## config.mk

```make
export PLATFORM = sky130hd
export DESIGN_NAME = image_fnv1a64_fingerprint_unit
export DESIGN_NICKNAME = d
export VERILOG_FILES = /design/src/sv/imgfnv_pkg.sv /design/src/sv/imgfnv_hdr.sv /design/src/sv/imgfnv_front.sv /design/src/sv/imgfnv_queue.sv /design/src/sv/imgfnv_back.sv /design/src/sv/image_fnv1a64_fingerprint_unit.sv
export SDC_FILE = /design/constraint.sdc
export NUM_CORES = 2
export LEC_CHECK = 0
export ABC_AREA = 1
export ABC_CLOCK_PERIOD_IN_PS = 11850
export BUFFER_PORTS_ARGS = -buffer_cell sky130_fd_sc_hd__buf_2
export CAP_MARGIN = 20
export CORE_ASPECT_RATIO = 0.5
export CORE_MARGIN = 4
export CORE_UTILIZATION = 55
export CTS_CLUSTER_DIAMETER = 80
export CTS_CLUSTER_SIZE = 40
export DETAILED_ROUTE_END_ITERATION = 6
export PLACE_DENSITY_LB_ADDON = 0.1
export SETUP_SLACK_MARGIN = 0.05
export SYNTH_ARGS = -nofsm -noshare
export SYNTH_HDL_FRONTEND = slang
export SYNTH_SLANG_ARGS = --single-unit
```

## constraint.sdc

```tcl
create_clock -name aclk -period 11.85 [get_ports aclk]
set_clock_uncertainty 0.15 [all_clocks]
set_input_delay 0.5925 -clock aclk [delete_from_list [all_inputs] [get_ports aclk]]
set_output_delay 0.5925 -clock aclk [all_outputs]
set_load 0.02 [all_outputs]
```

## src/sv/imgfnv_pkg.sv

```systemverilog
// Shared types, constants and the FNV-1a mix function for the fingerprint unit.
// No dependencies.
`default_nettype none
package imgfnv_pkg;

    localparam int DIM_BITS_DEF    = 16;
    localparam int QUEUE_DEPTH_DEF = 4;

    localparam logic [63:0] FNV_OFFSET = 64'hCBF2_9CE4_8422_2325;
    localparam logic [63:0] FNV_PRIME  = 64'h0000_0100_0000_01B3;

    localparam int HDR_STEPS = 17;
    localparam int STEP_BITS = 5;

    localparam int CFG_IDX_BITS = 3;
    localparam logic [CFG_IDX_BITS-1:0] CFG_WIDTH    = 3'd0;
    localparam logic [CFG_IDX_BITS-1:0] CFG_HEIGHT   = 3'd1;
    localparam logic [CFG_IDX_BITS-1:0] CFG_FORMAT   = 3'd2;
    localparam logic [CFG_IDX_BITS-1:0] CFG_CHANNELS = 3'd3;
    localparam logic [CFG_IDX_BITS-1:0] CFG_STRIDE   = 3'd4;

    localparam logic [2:0] MAX_CHANNELS = 3'd4;

    typedef enum logic [0:0] {
        HDR_IDLE,
        HDR_RUN
    } hdr_state_t;

    // one queued work item for the hash engine
    typedef struct packed {
        logic       start;  // load header hash before mixing
        logic       mix;    // mix data byte
        logic       last;   // emit hash after this entry
        logic       err;    // emit error result
        logic [7:0] data;
    } qent_t;

    // h ^= b; h *= prime, prime = 2^40 + 0x1b3 as shift-add
    function automatic logic [63:0] fnv_mix(input logic [63:0] h, input logic [7:0] b);
        logic [63:0] x;
        x = h ^ {56'd0, b};
        return (x << 40) + (x << 8) + (x << 7) + (x << 5) + (x << 4) + (x << 1) + x;
    endfunction

endpackage
`default_nettype wire

```

## src/sv/imgfnv_hdr.sv

```systemverilog
// Header hash precompute: mixes width/height bytes interleaved, then the format byte.
// Depends on imgfnv_pkg.
`default_nettype none
module imgfnv_hdr #(
    parameter int DIM_BITS = imgfnv_pkg::DIM_BITS_DEF
) (
    input  wire logic                aclk,
    input  wire logic                aresetn,
    input  wire logic                restart,
    input  wire logic [DIM_BITS-1:0] width,
    input  wire logic [DIM_BITS-1:0] height,
    input  wire logic [7:0]          format,
    output logic                     busy,
    output logic [63:0]              header_hash
);

    imgfnv_pkg::hdr_state_t state_reg, state_next;
    logic [imgfnv_pkg::STEP_BITS-1:0] step_reg;
    logic [63:0] hash_reg;
    logic [63:0] w_ext, h_ext;
    logic [7:0]  mix_byte;

    assign w_ext = {{(64-DIM_BITS){1'b0}}, width};
    assign h_ext = {{(64-DIM_BITS){1'b0}}, height};

    always_comb begin
        if (step_reg[4]) begin
            mix_byte = format;
        end else if (step_reg[0]) begin
            mix_byte = h_ext[{step_reg[3:1], 3'b000} +: 8];
        end else begin
            mix_byte = w_ext[{step_reg[3:1], 3'b000} +: 8];
        end
    end

    always_comb begin
        state_next = state_reg;
        case (state_reg)
            imgfnv_pkg::HDR_IDLE: begin
                if (restart) state_next = imgfnv_pkg::HDR_RUN;
            end
            imgfnv_pkg::HDR_RUN: begin
                if (!restart &&
                    step_reg == imgfnv_pkg::STEP_BITS'(imgfnv_pkg::HDR_STEPS - 1)) begin
                    state_next = imgfnv_pkg::HDR_IDLE;
                end
            end
            default: state_next = imgfnv_pkg::HDR_RUN;
        endcase
    end

    always_comb begin
        case (state_reg)
            imgfnv_pkg::HDR_RUN: busy = 1'b1;
            default:             busy = 1'b0;
        endcase
    end

    always_ff @(posedge aclk) begin
        if (!aresetn) begin
            state_reg <= imgfnv_pkg::HDR_RUN;
            step_reg  <= '0;
            hash_reg  <= imgfnv_pkg::FNV_OFFSET;
        end else begin
            state_reg <= state_next;
            if (restart) begin
                step_reg <= '0;
                hash_reg <= imgfnv_pkg::FNV_OFFSET;
            end else if (busy) begin
                step_reg <= step_reg + 1'b1;
                hash_reg <= imgfnv_pkg::fnv_mix(hash_reg, mix_byte);
            end
        end
    end

    assign header_hash = hash_reg;

endmodule
`default_nettype wire

```

## src/sv/imgfnv_front.sv

```systemverilog
// Front end: configuration registers, row/column tracking and byte classification.
// Depends on imgfnv_pkg; feeds imgfnv_queue.
`default_nettype none
module imgfnv_front #(
    parameter int DIM_BITS = imgfnv_pkg::DIM_BITS_DEF
) (
    input  wire logic                                aclk,
    input  wire logic                                aresetn,
    input  wire logic                                cfg_wr_en,
    input  wire logic [imgfnv_pkg::CFG_IDX_BITS-1:0] cfg_addr,
    input  wire logic [DIM_BITS+1:0]                 cfg_wr_data,
    input  wire logic                                in_valid,
    input  wire logic [7:0]                          in_data,
    input  wire logic                                in_first,
    output logic                                     in_ready,
    input  wire logic                                q_full,
    input  wire logic                                hdr_busy,
    output logic                                     q_push,
    output imgfnv_pkg::qent_t                        q_ent,
    output logic [DIM_BITS-1:0]                      width,
    output logic [DIM_BITS-1:0]                      height,
    output logic [7:0]                               format
);

    localparam int STRIDE_BITS = DIM_BITS + 2;
    localparam int RB_BITS     = DIM_BITS + 3;

    logic [DIM_BITS-1:0]    width_reg, height_reg;
    logic [7:0]             format_reg;
    logic [2:0]             chan_reg;
    logic [STRIDE_BITS-1:0] stride_reg;
    logic [RB_BITS-1:0]     line_len, line_len_reg;
    logic                   shape_bad, shape_bad_reg;

    logic                   active_reg, active_next;
    logic [STRIDE_BITS-1:0] col_reg, col_next, col_cur;
    logic [DIM_BITS-1:0]    row_reg, row_next, row_cur;
    logic                   accept, act, start, err, mix, last, row_wrap;

    always_ff @(posedge aclk) begin
        if (!aresetn) begin
            width_reg  <= DIM_BITS'(1);
            height_reg <= DIM_BITS'(1);
            format_reg <= '0;
            chan_reg   <= 3'd1;
            stride_reg <= STRIDE_BITS'(1);
        end else if (cfg_wr_en) begin
            case (cfg_addr)
                imgfnv_pkg::CFG_WIDTH:    width_reg  <= cfg_wr_data[DIM_BITS-1:0];
                imgfnv_pkg::CFG_HEIGHT:   height_reg <= cfg_wr_data[DIM_BITS-1:0];
                imgfnv_pkg::CFG_FORMAT:   format_reg <= cfg_wr_data[7:0];
                imgfnv_pkg::CFG_CHANNELS: chan_reg   <= cfg_wr_data[2:0];
                imgfnv_pkg::CFG_STRIDE:   stride_reg <= cfg_wr_data;
                default: ;
            endcase
        end
    end

    always_comb begin
        line_len  = RB_BITS'(width_reg) * RB_BITS'(chan_reg);
        shape_bad = (width_reg == '0) || (height_reg == '0) || (chan_reg == 3'd0) ||
                    (chan_reg > imgfnv_pkg::MAX_CHANNELS) ||
                    (RB_BITS'(stride_reg) < line_len);
    end

    // settles while the header precompute holds the input off
    always_ff @(posedge aclk) begin
        if (!aresetn) begin
            line_len_reg  <= RB_BITS'(1);
            shape_bad_reg <= 1'b0;
        end else begin
            line_len_reg  <= line_len;
            shape_bad_reg <= shape_bad;
        end
    end

    assign in_ready = !q_full && !hdr_busy;
    assign accept   = in_valid && in_ready;

    always_comb begin
        start    = in_first && !shape_bad_reg;
        err      = in_first && shape_bad_reg;
        act      = in_first ? !shape_bad_reg : active_reg;
        col_cur  = in_first ? '0 : col_reg;
        row_cur  = in_first ? '0 : row_reg;
        mix      = act && (RB_BITS'(col_cur) < line_len_reg);
        last     = act && ((DIM_BITS+1)'(row_cur) + 1'b1 >= (DIM_BITS+1)'(height_reg)) &&
                   (RB_BITS'(col_cur) + 1'b1 >= line_len_reg);
        row_wrap = (STRIDE_BITS+1)'(col_cur) + 1'b1 >= (STRIDE_BITS+1)'(stride_reg);

        active_next = active_reg;
        col_next    = col_reg;
        row_next    = row_reg;
        if (accept) begin
            if (err || last) begin
                active_next = 1'b0;
                col_next    = '0;
                row_next    = '0;
            end else if (act) begin
                active_next = 1'b1;
                if (row_wrap) begin
                    col_next = '0;
                    row_next = row_cur + 1'b1;
                end else begin
                    col_next = col_cur + 1'b1;
                    row_next = row_cur;
                end
            end
        end

        q_push     = accept && (err || start || mix || last);
        q_ent.start = start;
        q_ent.mix   = mix;
        q_ent.last  = last;
        q_ent.err   = err;
        q_ent.data  = in_data;
    end

    always_ff @(posedge aclk) begin
        if (!aresetn) begin
            active_reg <= 1'b0;
            col_reg    <= '0;
            row_reg    <= '0;
        end else begin
            active_reg <= active_next;
            col_reg    <= col_next;
            row_reg    <= row_next;
        end
    end

    assign width  = width_reg;
    assign height = height_reg;
    assign format = format_reg;

endmodule
`default_nettype wire

```

## src/sv/imgfnv_queue.sv

```systemverilog
// Small FIFO of classified work items between front end and hash engine.
// Depends on imgfnv_pkg.
`default_nettype none
module imgfnv_queue #(
    parameter int DEPTH = imgfnv_pkg::QUEUE_DEPTH_DEF
) (
    input  wire logic               aclk,
    input  wire logic               aresetn,
    input  wire logic               push,
    input  wire imgfnv_pkg::qent_t  push_ent,
    input  wire logic               pop,
    output imgfnv_pkg::qent_t       head,
    output logic                    empty,
    output logic                    full
);

    localparam int PTR_BITS = $clog2(DEPTH);
    localparam int CNT_BITS = $clog2(DEPTH + 1);

    imgfnv_pkg::qent_t   store [DEPTH];
    logic [PTR_BITS-1:0] wr_ptr_reg, rd_ptr_reg;
    logic [CNT_BITS-1:0] count_reg;
    logic                do_push, do_pop;

    assign empty   = (count_reg == '0);
    assign full    = (count_reg == CNT_BITS'(DEPTH));
    assign do_push = push && !full;
    assign do_pop  = pop && !empty;
    assign head    = store[rd_ptr_reg];

    always_ff @(posedge aclk) begin
        if (do_push) store[wr_ptr_reg] <= push_ent;
    end

    always_ff @(posedge aclk) begin
        if (!aresetn) begin
            wr_ptr_reg <= '0;
            rd_ptr_reg <= '0;
            count_reg  <= '0;
        end else begin
            if (do_push) begin
                wr_ptr_reg <= (wr_ptr_reg == PTR_BITS'(DEPTH - 1)) ? '0 : wr_ptr_reg + 1'b1;
            end
            if (do_pop) begin
                rd_ptr_reg <= (rd_ptr_reg == PTR_BITS'(DEPTH - 1)) ? '0 : rd_ptr_reg + 1'b1;
            end
            if (do_push && !do_pop) begin
                count_reg <= count_reg + 1'b1;
            end else if (do_pop && !do_push) begin
                count_reg <= count_reg - 1'b1;
            end
        end
    end

endmodule
`default_nettype wire

```

## src/sv/imgfnv_back.sv

```systemverilog
// Hash engine: at most one FNV-1a mix per entry, result held in an output register.
// Depends on imgfnv_pkg; drains imgfnv_queue.
`default_nettype none
module imgfnv_back (
    input  wire logic               aclk,
    input  wire logic               aresetn,
    input  wire logic               q_empty,
    input  wire imgfnv_pkg::qent_t  q_head,
    output logic                    q_pop,
    input  wire logic [63:0]        header_hash,
    input  wire logic               m_tready,
    output logic                    m_tvalid,
    output logic [63:0]             m_tdata,
    output logic                    m_tuser
);

    logic [63:0] run_reg, run_next;
    logic [63:0] h0;
    logic        out_valid_reg, out_valid_next;
    logic [63:0] out_hash_reg, out_hash_next;
    logic        out_err_reg, out_err_next;
    logic        emits, out_free;

    always_comb begin
        h0       = q_head.start ? header_hash : run_reg;
        run_next = q_head.mix ? imgfnv_pkg::fnv_mix(h0, q_head.data) : h0;
        emits    = q_head.last || q_head.err;
        out_free = !out_valid_reg || m_tready;
        q_pop    = !q_empty && (!emits || out_free);

        out_valid_next = out_valid_reg && !m_tready;
        out_hash_next  = out_hash_reg;
        out_err_next   = out_err_reg;
        if (q_pop && emits) begin
            out_valid_next = 1'b1;
            out_hash_next  = q_head.err ? '0 : run_next;
            out_err_next   = q_head.err;
        end
    end

    always_ff @(posedge aclk) begin
        if (!aresetn) begin
            run_reg       <= imgfnv_pkg::FNV_OFFSET;
            out_valid_reg <= 1'b0;
        end else begin
            if (q_pop) run_reg <= run_next;
            out_valid_reg <= out_valid_next;
        end
    end

    always_ff @(posedge aclk) begin
        out_hash_reg <= out_hash_next;
        out_err_reg  <= out_err_next;
    end

    assign m_tvalid = out_valid_reg;
    assign m_tdata  = out_hash_reg;
    assign m_tuser  = out_err_reg;

endmodule
`default_nettype wire

```

## src/sv/image_fnv1a64_fingerprint_unit.sv

```systemverilog
// Top level of the image fingerprint unit: front end, work queue, hash engine, header.
// Depends on imgfnv_pkg, imgfnv_front, imgfnv_queue, imgfnv_back, imgfnv_hdr.
//
//   channel  dir  tdata                 tuser
//   s_       in   [7:0] data_byte       [0] first_byte
//   m_       out  [63:0] fingerprint    [0] status (1 = bad shape)
//   cfg_     in   wr_data, reg by addr  -
//
// While the output is drained: one byte per cycle in, one FNV-1a mix per cycle in the engine.
// The completing beat is written into the queue, then the engine registers its result.
// After reset and after every config write the header hash is recomputed with s_tready low.
// A stalled output fills the 4-entry queue, then s_tready drops.
`default_nettype none
module image_fnv1a64_fingerprint_unit #(
    parameter int DIM_BITS    = imgfnv_pkg::DIM_BITS_DEF,
    parameter int QUEUE_DEPTH = imgfnv_pkg::QUEUE_DEPTH_DEF
) (
    input  wire logic                                aclk,
    input  wire logic                                aresetn,
    input  wire logic                                s_tvalid,
    output logic                                     s_tready,
    input  wire logic [7:0]                          s_tdata,   // data_byte
    input  wire logic                                s_tuser,   // first_byte
    output logic                                     m_tvalid,
    input  wire logic                                m_tready,
    output logic [63:0]                              m_tdata,   // fingerprint
    output logic                                     m_tuser,   // status
    input  wire logic                                cfg_wr_en,
    input  wire logic [imgfnv_pkg::CFG_IDX_BITS-1:0] cfg_addr,
    input  wire logic [DIM_BITS+1:0]                 cfg_wr_data
);

    imgfnv_pkg::qent_t   push_ent, head_ent;
    logic                q_push, q_pop, q_empty, q_full;
    logic                hdr_busy;
    logic [63:0]         header_hash;
    logic [DIM_BITS-1:0] width, height;
    logic [7:0]          format;

    imgfnv_front #(
        .DIM_BITS(DIM_BITS)
    ) u_front (
        .aclk        (aclk),
        .aresetn     (aresetn),
        .cfg_wr_en   (cfg_wr_en),
        .cfg_addr    (cfg_addr),
        .cfg_wr_data (cfg_wr_data),
        .in_valid    (s_tvalid),
        .in_data     (s_tdata),
        .in_first    (s_tuser),
        .in_ready    (s_tready),
        .q_full      (q_full),
        .hdr_busy    (hdr_busy),
        .q_push      (q_push),
        .q_ent       (push_ent),
        .width       (width),
        .height      (height),
        .format      (format)
    );

    imgfnv_hdr #(
        .DIM_BITS(DIM_BITS)
    ) u_hdr (
        .aclk        (aclk),
        .aresetn     (aresetn),
        .restart     (cfg_wr_en),
        .width       (width),
        .height      (height),
        .format      (format),
        .busy        (hdr_busy),
        .header_hash (header_hash)
    );

    imgfnv_queue #(
        .DEPTH(QUEUE_DEPTH)
    ) u_queue (
        .aclk     (aclk),
        .aresetn  (aresetn),
        .push     (q_push),
        .push_ent (push_ent),
        .pop      (q_pop),
        .head     (head_ent),
        .empty    (q_empty),
        .full     (q_full)
    );

    imgfnv_back u_back (
        .aclk        (aclk),
        .aresetn     (aresetn),
        .q_empty     (q_empty),
        .q_head      (head_ent),
        .q_pop       (q_pop),
        .header_hash (header_hash),
        .m_tready    (m_tready),
        .m_tvalid    (m_tvalid),
        .m_tdata     (m_tdata),
        .m_tuser     (m_tuser)
    );

endmodule
`default_nettype wire

```

==> metrics.yaml <==
clock_network:
  cts-root-buf: "clkbuf_16"
  clk_latency_ps: 630
  cts_sinks: 373
  cts_tree: "built"
  cts_made_buffers: 22
  h-tree-depth: 1
  post_cts_buffers: 0
  postCtsResizedCells: 0
  postCtsHoldBufs: 1
  cts_buffer_depth: 3
  path_clk_slew_ps: 140
grt:
  grt_pass1_vias: 37121
  grt_pass1_wl_um: 222000
  grt_use_total: 0.363
  overflow: 0
  grt_max_degree: 76
  antenna_found_initial: 3
detailed_routing:
  wirelength_um: 146000
  drc: 1
  post_drt_via_cell_ratio: 5.67
  final_antenna_net_count: 0
  num_vias: 36848
  wire_per_inst_um: 22.5
  first_pass_iters: 7
  drt-initial-drc-count: 3683
setup_path:
  timing.rr.end: "u_back.m_tdata[52]"
  critical_path.startpoint_type: "flop"
  timing.critical_path.buf_inv: 5
  worst-setup-path-type: "flop to flop"
  cp_top_family: "simple AND/OR/NAND/NOR gates"
  cp_max_fo: 52
  path_common_cell: "nor2_1"
  cp_data_required_time_ps: 12060
  cp.arrival_ps: 9490
  cpPeakStageDelay_ps: 830
  ff2ff_path_depth: 27
  rrSetupSlack_ps: 2570
  critPathCaptureType: "flop"
  crit_slowest_cell: "dfxtp_1"
logic_synthesis:
  yosysMostFrequentCell: "inv_1"
  syn_area_per_cell_um2: 7.76
  synth_seq_cells: 373
  synth.top_cells.by_area: "fa_1 24%, dfxtp_1 12%, inv_1 10%"
  ys_seq_area_frac: 0.206
  async_flop_share: 0
  synth_edf_count: 113
  synth_top_area_frac: 0.243
  synth_top_area_cell: "fa_1"
  synthCells: 5394
  yosys.cell_types.count: 65
  yosysWarningCount: 0
  synthFlopType: "dfxtp_1"
  synth_fp_nets: 6267
  synth_common_cells: "1166 x inv_1, 835 x nand2_1, 516 x nor2_1, 508 x fa_1, 434 x a21oi_1"
  syn_area_um2: 41800
finish:
  areaGrowthSynthToFinish_pct: 6.46
  n_antenna_cell: 0
  fin_cells: 6502
  fin_util: 0.592
  nFillCells: 6985
  layout.nets: 6337
  drive_gt1_frac: 0.0515
floorplanning:
  die_area_um2: 80800
  die_w_um: 398
  pin_count: 102
  start_util: 0.556
  die_h_um: 203
  core_area_um2: 75200
  core.rowCount: 71
timing:
  finalHoldViolCount: 0
  slew_headroom: 0.312
  min_period_ps: 9280
  tightest_slew_ps: 1020
  fin_tns_setup_ps: 0
  drv_slew: 0
  final.setup.worst_slack_ps: 2570
  fmax_mhz: 108
  fin_crit_sh: 0.783
  finalSetupViolations: 0
  rsz0062_at_grt: "no"
place:
  pre_cts_ws_ps: 2670
  numPortBuffers: 101
  dpl.hpwl_um: 121000
  place_inst: 6458
  place_congestion: 1.09
status:
  violations: "design-rule violations"
  status: "finished, violations left"
flow_run:
  drv_cap: 0
hold_path:
  holdPathEnd: "u_queue.store[0][4]"
  hp-class: "primary input to flop"
  hold_depth: 1
  worstHoldStart: "s_tdata[4]"
-- worst max-delay path by stage --
stage	start	end	slack, ps	cells past startpoint
6_report	flop	u_back.m_tdata[52]	2570	27
5_1_grt	flop	u_back.m_tdata[52]	1880	26
4_1_cts	flop	u_back.m_tdata[52]	2590	27
3_5_place_dp	flop	u_back.m_tdata[52]	2670	27
3_3_place_gp	flop	u_back.m_tdata[52]	2660	27
2_1_floorplan	flop	u_back.m_tdata[52]	5850	29
-- area by class of cell --
class / instances / area [µm²] / area share
Multi-Input combinational cell: 3707 / 28200 / 0.633
Sequential cell: 373 / 8600 / 0.193
Timing Repair Buffer: 177 / 1100 / 0.0247
Clock inverter: 16 / 344 / 0.00772
Tap cell: 1022 / 1280 / 0.0287
Inverter: 1183 / 4450 / 0.0999
Clock buffer: 24 / 579 / 0.0130
-- logic make-up after synthesis --
| kind of cell | synth area share |
|---|---|
| simple gates | 0.175 |
| mux | 0.000748 |
| fa+ha+maj | 0.342 |
| flops | 0.206 |
| buf+inv | 0.121 |
| compound gates | 0.128 |
| xor+xnor | 0.0284 |
-- metrics by stage --
step	hold slack (ps)	area, µm²
2_1_floorplan	290	41800
6_report	21.3	44500
4_1_cts	6.02	44500
3_3_place_gp	302	43500
3_5_place_dp	305	43600
5_1_grt	15.6	44500
-- routing by layer --
layer / wire, µm / global-route usage / share of wire
met5: 0 / 0 / 0
met4: 6920 / 0.142 / 0.047
met1: 60000 / 0.486 / 0.41
met2: 63900 / 0.563 / 0.44
met3: 15400 / 0.0995 / 0.11
-- cell usage in the layout, fill, tap and decap left out, drive strengths merged, types with 2 or more instances in the layout --
master / n
nor3: 38
o2111ai: 3
inv: 1183
a21boi: 4
or2: 12
clkinv: 16
fa: 508
nor3b: 3
dfxtp: 260
clkbuf: 25
a211oi: 11
a21o: 17
a221oi: 5
xor2: 87
nor4: 14
o22ai: 9
a21oi: 434
buf: 175
and2: 3
o21ai: 421
nor2: 525
nand3: 221
nand4: 60
edfxtp: 113
o21a: 14
xnor2: 47
mux2i: 2
and3: 2
nand3b: 11
ha: 330
o31ai: 2
a32o: 5
o211ai: 40
a31oi: 8
o21bai: 17
nand2: 846
Power is left out: the tool's default activity adds up to more than one toggle a clock period on the data nets, which glitch-free logic cannot reach.
